[config.mk]
export PLATFORM = sky130hd
export DESIGN_NAME = expert_load_phase_balancer_top
export DESIGN_NICKNAME = d
export VERILOG_FILES = /design/src/hdl/elpb_pkg.sv /design/src/hdl/expert_load_phase_balancer_top.sv /design/src/hdl/elpb_count_mem.sv
export SDC_FILE = /design/constraint.sdc
export NUM_CORES = 2
export LEC_CHECK = 0
export BUFFER_PORTS_ARGS = -buffer_cell sky130_fd_sc_hd__buf_2
export CAP_MARGIN = 5
export CORE_AREA = 2 2 391 683
export CTS_BUF_LIST = sky130_fd_sc_hd__clkbuf_16
export CTS_CLUSTER_DIAMETER = 100
export DETAILED_ROUTE_END_ITERATION = 6
export DIE_AREA = 0 0 393 685
export SLEW_MARGIN = 20
export SYNTH_ARGS = -nofsm -noshare
export SYNTH_HDL_FRONTEND = slang
export SYNTH_SLANG_ARGS = --single-unit
[constraint.sdc]
create_clock -name clk_i -period 12.9 [get_ports clk_i]
set_input_delay 1.935 -clock clk_i [delete_from_list [all_inputs] [get_ports clk_i]]
set_output_delay 1.935 -clock clk_i [all_outputs]
set_load 0.02 [all_outputs]
[src/hdl/elpb_pkg.sv]
// elpb_pkg: shared types, codes and constants of the expert load phase balancer.
// No dependencies; used by elpb_count_mem and expert_load_phase_balancer_top.
`timescale 1ns / 1ps

package elpb_pkg;

  localparam int MAX_EXPERTS = 64;
  localparam int COUNT_WIDTH = 32;
  localparam int TOTAL_WIDTH = 38;
  localparam int ID_W        = $clog2(MAX_EXPERTS);
  localparam int NUM_W       = 7;
  localparam int TC_W        = 48;
  localparam int CFG_W       = 48;
  localparam int CFG_IDX_W   = 2;
  // multiplier of the load: N * 10
  localparam int K_W         = $clog2(MAX_EXPERTS * 10 + 1);
  // total * 11 fits in TOTAL_WIDTH + 4 bits
  localparam int T11_W       = TOTAL_WIDTH + 4;
  localparam int CMP_W       = (COUNT_WIDTH + K_W > T11_W) ? COUNT_WIDTH + K_W : T11_W;

  localparam logic [CFG_IDX_W-1:0] CFG_NUM_EXPERTS      = 2'd0;
  localparam logic [CFG_IDX_W-1:0] CFG_SPECIALIZE_FROM  = 2'd1;
  localparam logic [CFG_IDX_W-1:0] CFG_EQUILIBRIUM_FROM = 2'd2;

  localparam logic [NUM_W-1:0] NUM_EXPERTS_RST      = NUM_W'(64);
  localparam logic [TC_W-1:0]  SPECIALIZE_FROM_RST  = TC_W'(1000000);
  localparam logic [TC_W-1:0]  EQUILIBRIUM_FROM_RST = TC_W'(50000000);

  // noise levels in signed Q2.14
  localparam logic signed [15:0] NOISE_EXPLORE = 16'sd16384;
  localparam logic signed [15:0] NOISE_ANNEAL  = 16'sd1638;
  localparam logic signed [15:0] NOISE_PENALTY = -16'sd8192;
  localparam logic signed [15:0] NOISE_MINIMAL = 16'sd164;

  typedef enum logic [1:0] {
    OP_RECORD = 2'd0,
    OP_PHASE  = 2'd1,
    OP_QUERY  = 2'd2,
    OP_NOP    = 2'd3
  } op_e;

  typedef enum logic [1:0] {
    PH_RANDOM  = 2'd0,
    PH_SPECIAL = 2'd1,
    PH_EQUIL   = 2'd2
  } phase_e;

  typedef enum logic [1:0] {
    KIND_EXPLORE = 2'd0,
    KIND_ANNEAL  = 2'd1,
    KIND_PENALTY = 2'd2,
    KIND_MINIMAL = 2'd3
  } kind_e;

  typedef struct packed {
    op_e              op;
    logic [ID_W-1:0]  expert;
    logic [TC_W-1:0]  token_count;
  } in_t;

  typedef struct packed {
    kind_e              noise_kind;
    logic signed [15:0] noise_q14;
    phase_e             phase_now;
    logic               bad_expert;
  } out_t;

  // write request into the counter memory
  typedef struct packed {
    logic                   en;
    logic [ID_W-1:0]        addr;
    logic [COUNT_WIDTH-1:0] data;
  } cnt_wr_t;

  function automatic logic signed [15:0] noise_of(kind_e kind);
    logic signed [15:0] val;
    unique case (kind)
      KIND_EXPLORE: val = NOISE_EXPLORE;
      KIND_ANNEAL:  val = NOISE_ANNEAL;
      KIND_PENALTY: val = NOISE_PENALTY;
      KIND_MINIMAL: val = NOISE_MINIMAL;
      default:      val = '0;
    endcase
    return val;
  endfunction

endpackage

[src/hdl/expert_load_phase_balancer_top.sv]
// expert_load_phase_balancer_top: op decode, phase tracking, load test and result register.
// Depends on elpb_pkg and elpb_count_mem.
`timescale 1ns / 1ps

// Each input beat carries one op and yields exactly one result beat. The counter
// read is issued with the beat, and its data is registered at the edge that
// accepts the beat. The read state follows, and the evaluate state writes the
// counter back and loads the result register at its closing edge, which waits
// while the result register is held. The input stays stalled until the evaluate
// state hands off, so the block takes no new beat before the last one is through.
// This is set by the read-modify-write of the single counter memory.
// A held result stalls evaluation only if the result register is still occupied
// when the next item reaches evaluation.
// The counters need no clearing pass after reset. A valid bit per entry makes
// unwritten counters read as zero, so items are taken from the first cycle out of
// reset. Configuration writes land at once and must only be made while the block
// is idle.
module expert_load_phase_balancer_top (
  input  logic                                clk_i,
  input  logic                                rst_ni,
  // configuration write port
  input  logic                                cfg_we_i,
  input  logic [elpb_pkg::CFG_IDX_W-1:0]      cfg_idx_i,
  input  logic [elpb_pkg::CFG_W-1:0]          cfg_wdata_i,
  // input channel
  input  logic                                in_valid_i,
  output logic                                in_stall_o,
  input  elpb_pkg::in_t                       in_data_i,
  // result channel
  output logic                                out_valid_o,
  input  logic                                out_stall_i,
  output elpb_pkg::out_t                      out_data_o
);

  typedef enum logic [2:0] {
    S_IDLE = 3'b001,
    S_RD   = 3'b010,
    S_EX   = 3'b100
  } state_e;

  state_e state_q, state_d;

  // configuration registers
  logic [elpb_pkg::NUM_W-1:0] num_q;
  logic [elpb_pkg::TC_W-1:0]  spec_from_q;
  logic [elpb_pkg::TC_W-1:0]  equil_from_q;

  // item held through read and evaluate
  elpb_pkg::in_t item_q;

  // running totals; tot11_q tracks total_q * 11 so the load test needs no second multiply
  logic [elpb_pkg::TOTAL_WIDTH-1:0] total_q, total_d;
  logic [elpb_pkg::T11_W-1:0]       tot11_q, tot11_d;
  elpb_pkg::phase_e                 phase_q, phase_d;

  // result register
  logic           out_valid_q, out_valid_d;
  elpb_pkg::out_t out_data_q, out_data_d;

  logic                             accept;
  logic                             out_free;
  logic                             commit;
  logic [elpb_pkg::COUNT_WIDTH-1:0] load;
  logic [elpb_pkg::NUM_W-1:0]       n_eff;
  logic [elpb_pkg::K_W-1:0]         k_mul;
  logic [elpb_pkg::CMP_W-1:0]       load_prod;
  logic                             over_avg;
  logic                             bad;
  elpb_pkg::cnt_wr_t                cnt_wr;
  elpb_pkg::kind_e                  kind;

  // ---------------------------------------------------------------------------
  // Configuration: take writes immediately, drop writes beyond the register list
  // ---------------------------------------------------------------------------
  always_ff @(posedge clk_i or negedge rst_ni) begin
    if (!rst_ni) begin
      num_q        <= elpb_pkg::NUM_EXPERTS_RST;
      spec_from_q  <= elpb_pkg::SPECIALIZE_FROM_RST;
      equil_from_q <= elpb_pkg::EQUILIBRIUM_FROM_RST;
    end else if (cfg_we_i) begin
      unique case (cfg_idx_i)
        elpb_pkg::CFG_NUM_EXPERTS:      num_q        <= cfg_wdata_i[elpb_pkg::NUM_W-1:0];
        elpb_pkg::CFG_SPECIALIZE_FROM:  spec_from_q  <= cfg_wdata_i[elpb_pkg::TC_W-1:0];
        elpb_pkg::CFG_EQUILIBRIUM_FROM: equil_from_q <= cfg_wdata_i[elpb_pkg::TC_W-1:0];
        default: ;
      endcase
    end
  end

  // ---------------------------------------------------------------------------
  // Handshake and sequencing
  // ---------------------------------------------------------------------------
  assign in_stall_o = (state_q != S_IDLE);
  assign accept     = in_valid_i && !in_stall_o;
  // the result register can take a new beat when empty or being drained
  assign out_free   = !out_valid_q || !out_stall_i;
  assign commit     = (state_q == S_EX) && out_free;

  always_comb begin
    state_d = state_q;
    unique case (state_q)
      S_IDLE: if (accept) state_d = S_RD;
      S_RD:   state_d = S_EX;
      S_EX:   if (out_free) state_d = S_IDLE;
      default: state_d = S_IDLE;
    endcase
  end

  always_ff @(posedge clk_i) begin
    if (accept) begin
      item_q <= in_data_i;
    end
  end

  // ---------------------------------------------------------------------------
  // Counter memory: read on accept, write back on commit
  // ---------------------------------------------------------------------------
  elpb_count_mem u_count_mem (
    .clk_i     (clk_i),
    .rst_ni    (rst_ni),
    .rd_en_i   (accept),
    .rd_addr_i (in_data_i.expert),
    .rd_data_o (load),
    .wr_i      (cnt_wr)
  );

  // ---------------------------------------------------------------------------
  // Evaluate
  // ---------------------------------------------------------------------------
  assign n_eff = (num_q > elpb_pkg::NUM_W'(elpb_pkg::MAX_EXPERTS))
               ? elpb_pkg::NUM_W'(elpb_pkg::MAX_EXPERTS) : num_q;
  assign bad   = elpb_pkg::NUM_W'(item_q.expert) >= n_eff;
  assign k_mul = elpb_pkg::K_W'(n_eff) * elpb_pkg::K_W'(10);

  // load * N * 10 > total * 11 means load above 1.1 times the average
  assign load_prod = elpb_pkg::CMP_W'(load) * elpb_pkg::CMP_W'(k_mul);
  assign over_avg  = load_prod > elpb_pkg::CMP_W'(tot11_q);

  always_comb begin
    cnt_wr      = '0;
    total_d     = total_q;
    tot11_d     = tot11_q;
    phase_d     = phase_q;
    kind        = elpb_pkg::KIND_EXPLORE;
    out_valid_d = out_valid_q && out_stall_i;
    out_data_d  = out_data_q;

    cnt_wr.addr = item_q.expert;
    cnt_wr.data = load + elpb_pkg::COUNT_WIDTH'(1);

    unique case (phase_q)
      elpb_pkg::PH_RANDOM:  kind = elpb_pkg::KIND_EXPLORE;
      elpb_pkg::PH_SPECIAL: kind = elpb_pkg::KIND_ANNEAL;
      default: begin
        if (bad || !over_avg) begin
          kind = elpb_pkg::KIND_MINIMAL;
        end else begin
          kind = elpb_pkg::KIND_PENALTY;
        end
      end
    endcase

    if (commit) begin
      out_valid_d           = 1'b1;
      out_data_d.noise_kind = elpb_pkg::KIND_EXPLORE;
      out_data_d.noise_q14  = '0;
      out_data_d.bad_expert = 1'b0;

      unique case (item_q.op)
        elpb_pkg::OP_RECORD: begin
          out_data_d.bad_expert = bad;
          // a saturated counter holds and the total is left alone
          if (!bad && (load != {elpb_pkg::COUNT_WIDTH{1'b1}})) begin
            cnt_wr.en = 1'b1;
            if (total_q != {elpb_pkg::TOTAL_WIDTH{1'b1}}) begin
              total_d = total_q + elpb_pkg::TOTAL_WIDTH'(1);
              tot11_d = tot11_q + elpb_pkg::T11_W'(11);
            end
          end
        end
        elpb_pkg::OP_PHASE: begin
          priority if (item_q.token_count < spec_from_q) begin
            phase_d = elpb_pkg::PH_RANDOM;
          end else if (item_q.token_count < equil_from_q) begin
            phase_d = elpb_pkg::PH_SPECIAL;
          end else begin
            phase_d = elpb_pkg::PH_EQUIL;
          end
        end
        elpb_pkg::OP_QUERY: begin
          out_data_d.bad_expert = bad;
          out_data_d.noise_kind = kind;
          out_data_d.noise_q14  = elpb_pkg::noise_of(kind);
        end
        default: ;
      endcase

      out_data_d.phase_now = phase_d;
    end
  end

  always_ff @(posedge clk_i or negedge rst_ni) begin
    if (!rst_ni) begin
      state_q     <= S_IDLE;
      total_q     <= '0;
      tot11_q     <= '0;
      phase_q     <= elpb_pkg::PH_RANDOM;
      out_valid_q <= 1'b0;
    end else begin
      state_q     <= state_d;
      total_q     <= total_d;
      tot11_q     <= tot11_d;
      phase_q     <= phase_d;
      out_valid_q <= out_valid_d;
    end
  end

  always_ff @(posedge clk_i) begin
    out_data_q <= out_data_d;
  end

  assign out_valid_o = out_valid_q;
  assign out_data_o  = out_data_q;

  // ---------------------------------------------------------------------------
  // Assertions
  // ---------------------------------------------------------------------------
  // read and write-back of the counter memory never share a cycle
  a_no_rw_overlap: assert property (@(posedge clk_i) disable iff (!rst_ni)
    !(accept && cnt_wr.en))
    else $error("counter read and write in the same cycle");

  // an accepted beat always moves on to the memory read
  a_accept_to_rd: assert property (@(posedge clk_i) disable iff (!rst_ni)
    accept |=> (state_q == S_RD))
    else $error("accepted beat did not advance to read");

  // the scaled total stays equal to eleven times the total
  a_tot11_track: assert property (@(posedge clk_i) disable iff (!rst_ni)
    tot11_q == ({total_q, 3'b000} + {2'b00, total_q, 1'b0} + {4'b0000, total_q}))
    else $error("scaled total lost track of total");

  // the total only grows
  a_total_mono: assert property (@(posedge clk_i) disable iff (!rst_ni)
    ##1 (total_q >= $past(total_q)))
    else $error("total decreased");

  // a bad id never draws a penalty
  a_bad_no_penalty: assert property (@(posedge clk_i) disable iff (!rst_ni)
    (out_valid_q && out_data_q.bad_expert) |-> (out_data_q.noise_kind != elpb_pkg::KIND_PENALTY))
    else $error("penalty reported for a bad expert id");

endmodule

[src/hdl/elpb_count_mem.sv]
// elpb_count_mem: per-expert assignment counters in a synchronous memory.
// Depends on elpb_pkg; valid bits make never-written entries read as zero.
`timescale 1ns / 1ps

module elpb_count_mem (
  input  logic                            clk_i,
  input  logic                            rst_ni,
  input  logic                            rd_en_i,
  input  logic [elpb_pkg::ID_W-1:0]       rd_addr_i,
  output logic [elpb_pkg::COUNT_WIDTH-1:0] rd_data_o,
  input  elpb_pkg::cnt_wr_t               wr_i
);

  logic [elpb_pkg::COUNT_WIDTH-1:0] mem [elpb_pkg::MAX_EXPERTS];
  logic [elpb_pkg::MAX_EXPERTS-1:0] vld_q;
  logic [elpb_pkg::COUNT_WIDTH-1:0] rdata_q;
  logic                             rvld_q;

  always_ff @(posedge clk_i) begin
    if (wr_i.en) begin
      mem[wr_i.addr] <= wr_i.data;
    end
    if (rd_en_i) begin
      rdata_q <= mem[rd_addr_i];
    end
  end

  always_ff @(posedge clk_i or negedge rst_ni) begin
    if (!rst_ni) begin
      vld_q  <= '0;
      rvld_q <= 1'b0;
    end else begin
      if (wr_i.en) begin
        vld_q[wr_i.addr] <= 1'b1;
      end
      if (rd_en_i) begin
        rvld_q <= vld_q[rd_addr_i];
      end
    end
  end

  assign rd_data_o = rvld_q ? rdata_q : '0;

endmodule
==> metrics.md <==
| Metric | Value |
|---|---|
| XOR/XNOR Fraction of Synth Area | `0.0121` |
| Top cells by area, synth | `edfxtp_1 (61%), mux4_2 (15%), dfrtp_1 (5.6%)` |
| HP Start | `u_count_mem.vld_q[46]$_DFFE_PN0P_` |
| LEAKAGE | `45.6 nW` |
| Drt drc | `0` |
| Synth Flop Type | `edfxtp_1` |
| CTS Buf Count | `210` |
| Async SR Flop Fraction | `0.106` |
| Share of layout cells above drive strength 1 | `0.251` |
| Number of global-route vias before repair | `56659` |
| CTS H-tree depth | `4` |
| Final Max Slew Viols | `0` |
| FF-to-FF path depth | `33` |
| Largest net degree at the start of global routing | `133` |
| Compound-gate portion of the synthesized area | `0.0185` |
| WHS | `0.460 ns` |
| Setup TNS | `0 ns` |
| # setup viols final | `0` |
| Hold Path Class | `reg -> reg` |
| Maxcap violations | `0` |
| Synth top area share | `0.613` |
| Start of the worst register-to-register path | `num_q[6]$_DFFE_PN1P_` |
| Synth-to-Final Area Change | `11.8%` |
| Post-CTS Setup Bufs | `0` |
| Via count | `53314` |
| CP Max Fanout | `18` |
| Crit end category | `flip-flop` |
| Multiplexer share of the synthesized area | `0.160` |
| RSZ-0062 raised after global routing | `false` |
| M1 GR Usage | `0.236` |
| Mean Syn Cell Area | `18.5 µm²` |
| Yosys warns | `0` |
| Gr busiest metal | `met2` |
| Initial antenna violation count | `20` |
| Sequential fraction of the synthesis area | `0.674` |
| CTS tree | `yes` |
| Fin cells | `9611` |
| Largest family of logic cells by synthesized area | `multiplexers` |
| FMAX | `98.6 MHz` |
| HPWL Detailed | `165000 µm` |
| Initial DRC Count | `4719` |
| Synth area leader | `edfxtp_1` |
| Grt total ovfl | `0` |
| Maximum VDD drop | `0.000164 V` |
| Post-Syn Instances | `5680` |
| PD cells | `136 nW/µm²` |
| DP Worst Slack | `2.80 ns` |
| Tcrit/Tclk final | `0.786` |
| Width of the die | `393 µm` |
| Largest stage delay on the critical path | `0.66 ns` |
| Core area | `264000 µm²` |
| Nets | `6439` |
| Fin area | `117000 µm²` |
| Minimum clock period | `10.14 ns` |
| Clock transition at the registers of the reported paths | `0.06 ns` |
| CP Launch Point | `num_q[6]$_DFFE_PN1P_` |
| Die ar. | `269000 µm²` |
| GRT Resource Usage Total | `0.203` |
| I/O Buffers | `127` |
| Simple-gate area share of the yosys netlist | `0.0410` |
| EDFF count, synth | `2145` |
| Adder-cell share of the synthesized area | `0.0659` |
| Pre-antenna DRT Iters | `5` |
| Placed Area | `111000 µm²` |
| Grt met3 use | `0.0257` |
| Synthesized flop and latch total | `2399` |
| Commonest non-fill, non-tap cells in the layout | `edfxtp_1 (2145), mux4_2 (685), inv_1 (513), dfrtp_1 (232), nor2_1 (221)` |
| Hold_buf cts | `0` |
| DIE HEIGHT | `685 µm` |
| Worst-Margin Slew | `1.06 ns` |
| Slowest cell on the critical path | `dfstp_2` |
| Pwr Total | `16.0 mW` |
| CP required | `13.49 ns` |
| Top-level port count | `134` |
| Post-Syn Area | `105000 µm²` |
| Vias/cell | `5.55` |
| Slew margin rel. | `0.294` |
| Setup Skew | `0.0598 ns` |
| Fin. Hold Viols | `0` |
| Crit Path Class | `reg -> reg` |
| Skew-Pair Late Insertion Delay | `0.88 ns` |
| DP Cell Count | `9218` |
| Clock Path Buffers | `4` |
| First-pass GRT wire length | `396000 µm` |
| Final core occ | `0.444` |
| Worst Slack Setup Final | `2.76 ns` |
| Crit path DAT | `10.73 ns` |
| Resized cells post-CTS | `0` |
| Most common library cell in the layout ignoring fill and taps | `edfxtp_1` |
| Final WL | `273000 µm` |
| Status | `finished clean` |
| DR WL/cell | `28.4 µm` |
| Synth cell types | `82` |
| CTS root buf | `clkbuf_16` |
| RD Place Congestion | `0.910` |
| FP Rows | `250` |
| Routed Antenna Nets | `0` |
| Starting density of the core | `0.397` |
| Hold path cells | `1` |
| Met2 Track Usage GR | `0.378` |
| CTS Sinks | `2399` |
| CP Launch Type | `flip-flop` |
metal layers:
metal  wire, µm  up-vias
met2     151000     1568
met1      98900    28866
li1           -    22396
met3      13600      464
met5        141        -
met4       9950       20
kinds of logic (layout without fill, tap and decap cells):
family	Yosys count	in the layout
and+or+nand+nor	865	865
adders and majority gates	426	426
other	1	18
DFF	2399	2399
xor gates and xnor gates	145	145
buffers and inverters	732	1118
muxes	809	809
AOI/OAI and AO/OA	303	303
where the power goes:
part	leakage, nW	switching, mW	internal (mW)
registers	27.3	0.150	8.55
clock network	3.39	2.81	3.34
logic	14.9	0.714	0.385
total	45.6	3.67	12.3
cell usage after synthesis (all sizes together), types with 8 or more instances:
library cell	number
edfxtp	2145
mux4	685
inv	465
nor2	286
dfrtp	233
ha	214
fa	212
nand2	169
clkbuf	153
nand3	125
buf	114
mux2	114
xnor2	111
a21oi	93
o21ai	58
nand4	54
a21o	51
and3	47
o21bai	38
or2	38
nor3	37
xor2	34
and2	22
nor4	22
dfstp	21
nor2b	13
mux2i	10
nand2b	10
a211oi	9
or3	8
sequential cells by signal, indices dropped and copies added, names as in the netlist, 32 cells and up:
register             cells
item_q                  50
equil_from_q            48
total_q                 38
u_count_mem.vld_q       64
u_count_mem.mem       2048
spec_from_q             48
u_count_mem.rdata_q     32
tot11_q                 42
layout make-up:
| class | instances | area (µm²) |
|---|---|---|
| Fill cell | 22503 | 147000 |
| Sequential cell | 2399 | 70800 |
| Multi-Input combinational cell | 2554 | 32100 |
| Clock buffer | 214 | 5360 |
| Tap cell | 3528 | 4410 |
| Timing Repair Buffer | 272 | 1810 |
| Inverter | 465 | 1750 |
| Clock inverter | 167 | 1220 |
| Antenna cell | 12 | 30.0 |
critical path: cells and delay by family (launching register included):
kind                       cells  cell delay [ns]
DFF                            1             0.66
AOI/OAI and AO/OA             12             3.86
buffers and inverters          3             0.16
adders and majority gates      8             3.40
and+or+nand+nor                9             1.55
xor gates and xnor gates       1             0.18
worst paths after layout:
| check | endpoint | slack (ns) |
|---|---|---|
| worst min-delay path | u_count_mem.vld_q[46]$_DFFE_PN0P_ | 0.46 |
| worst max-delay path | out_data_o[17]$_SDFFCE_PN0P_ | 2.76 |
| max in group asynchronous | tot11_q[21]$_DFFE_PN0P_ | 9.83 |
| worst max register to register | out_data_o[17]$_SDFFCE_PN0P_ | 2.76 |
| worst min register to register | u_count_mem.vld_q[46]$_DFFE_PN0P_ | 0.46 |
| min in group asynchronous | equil_from_q[28]$_DFFE_PN0P_ | 1.04 |
(Power assumes the default switching activity.)
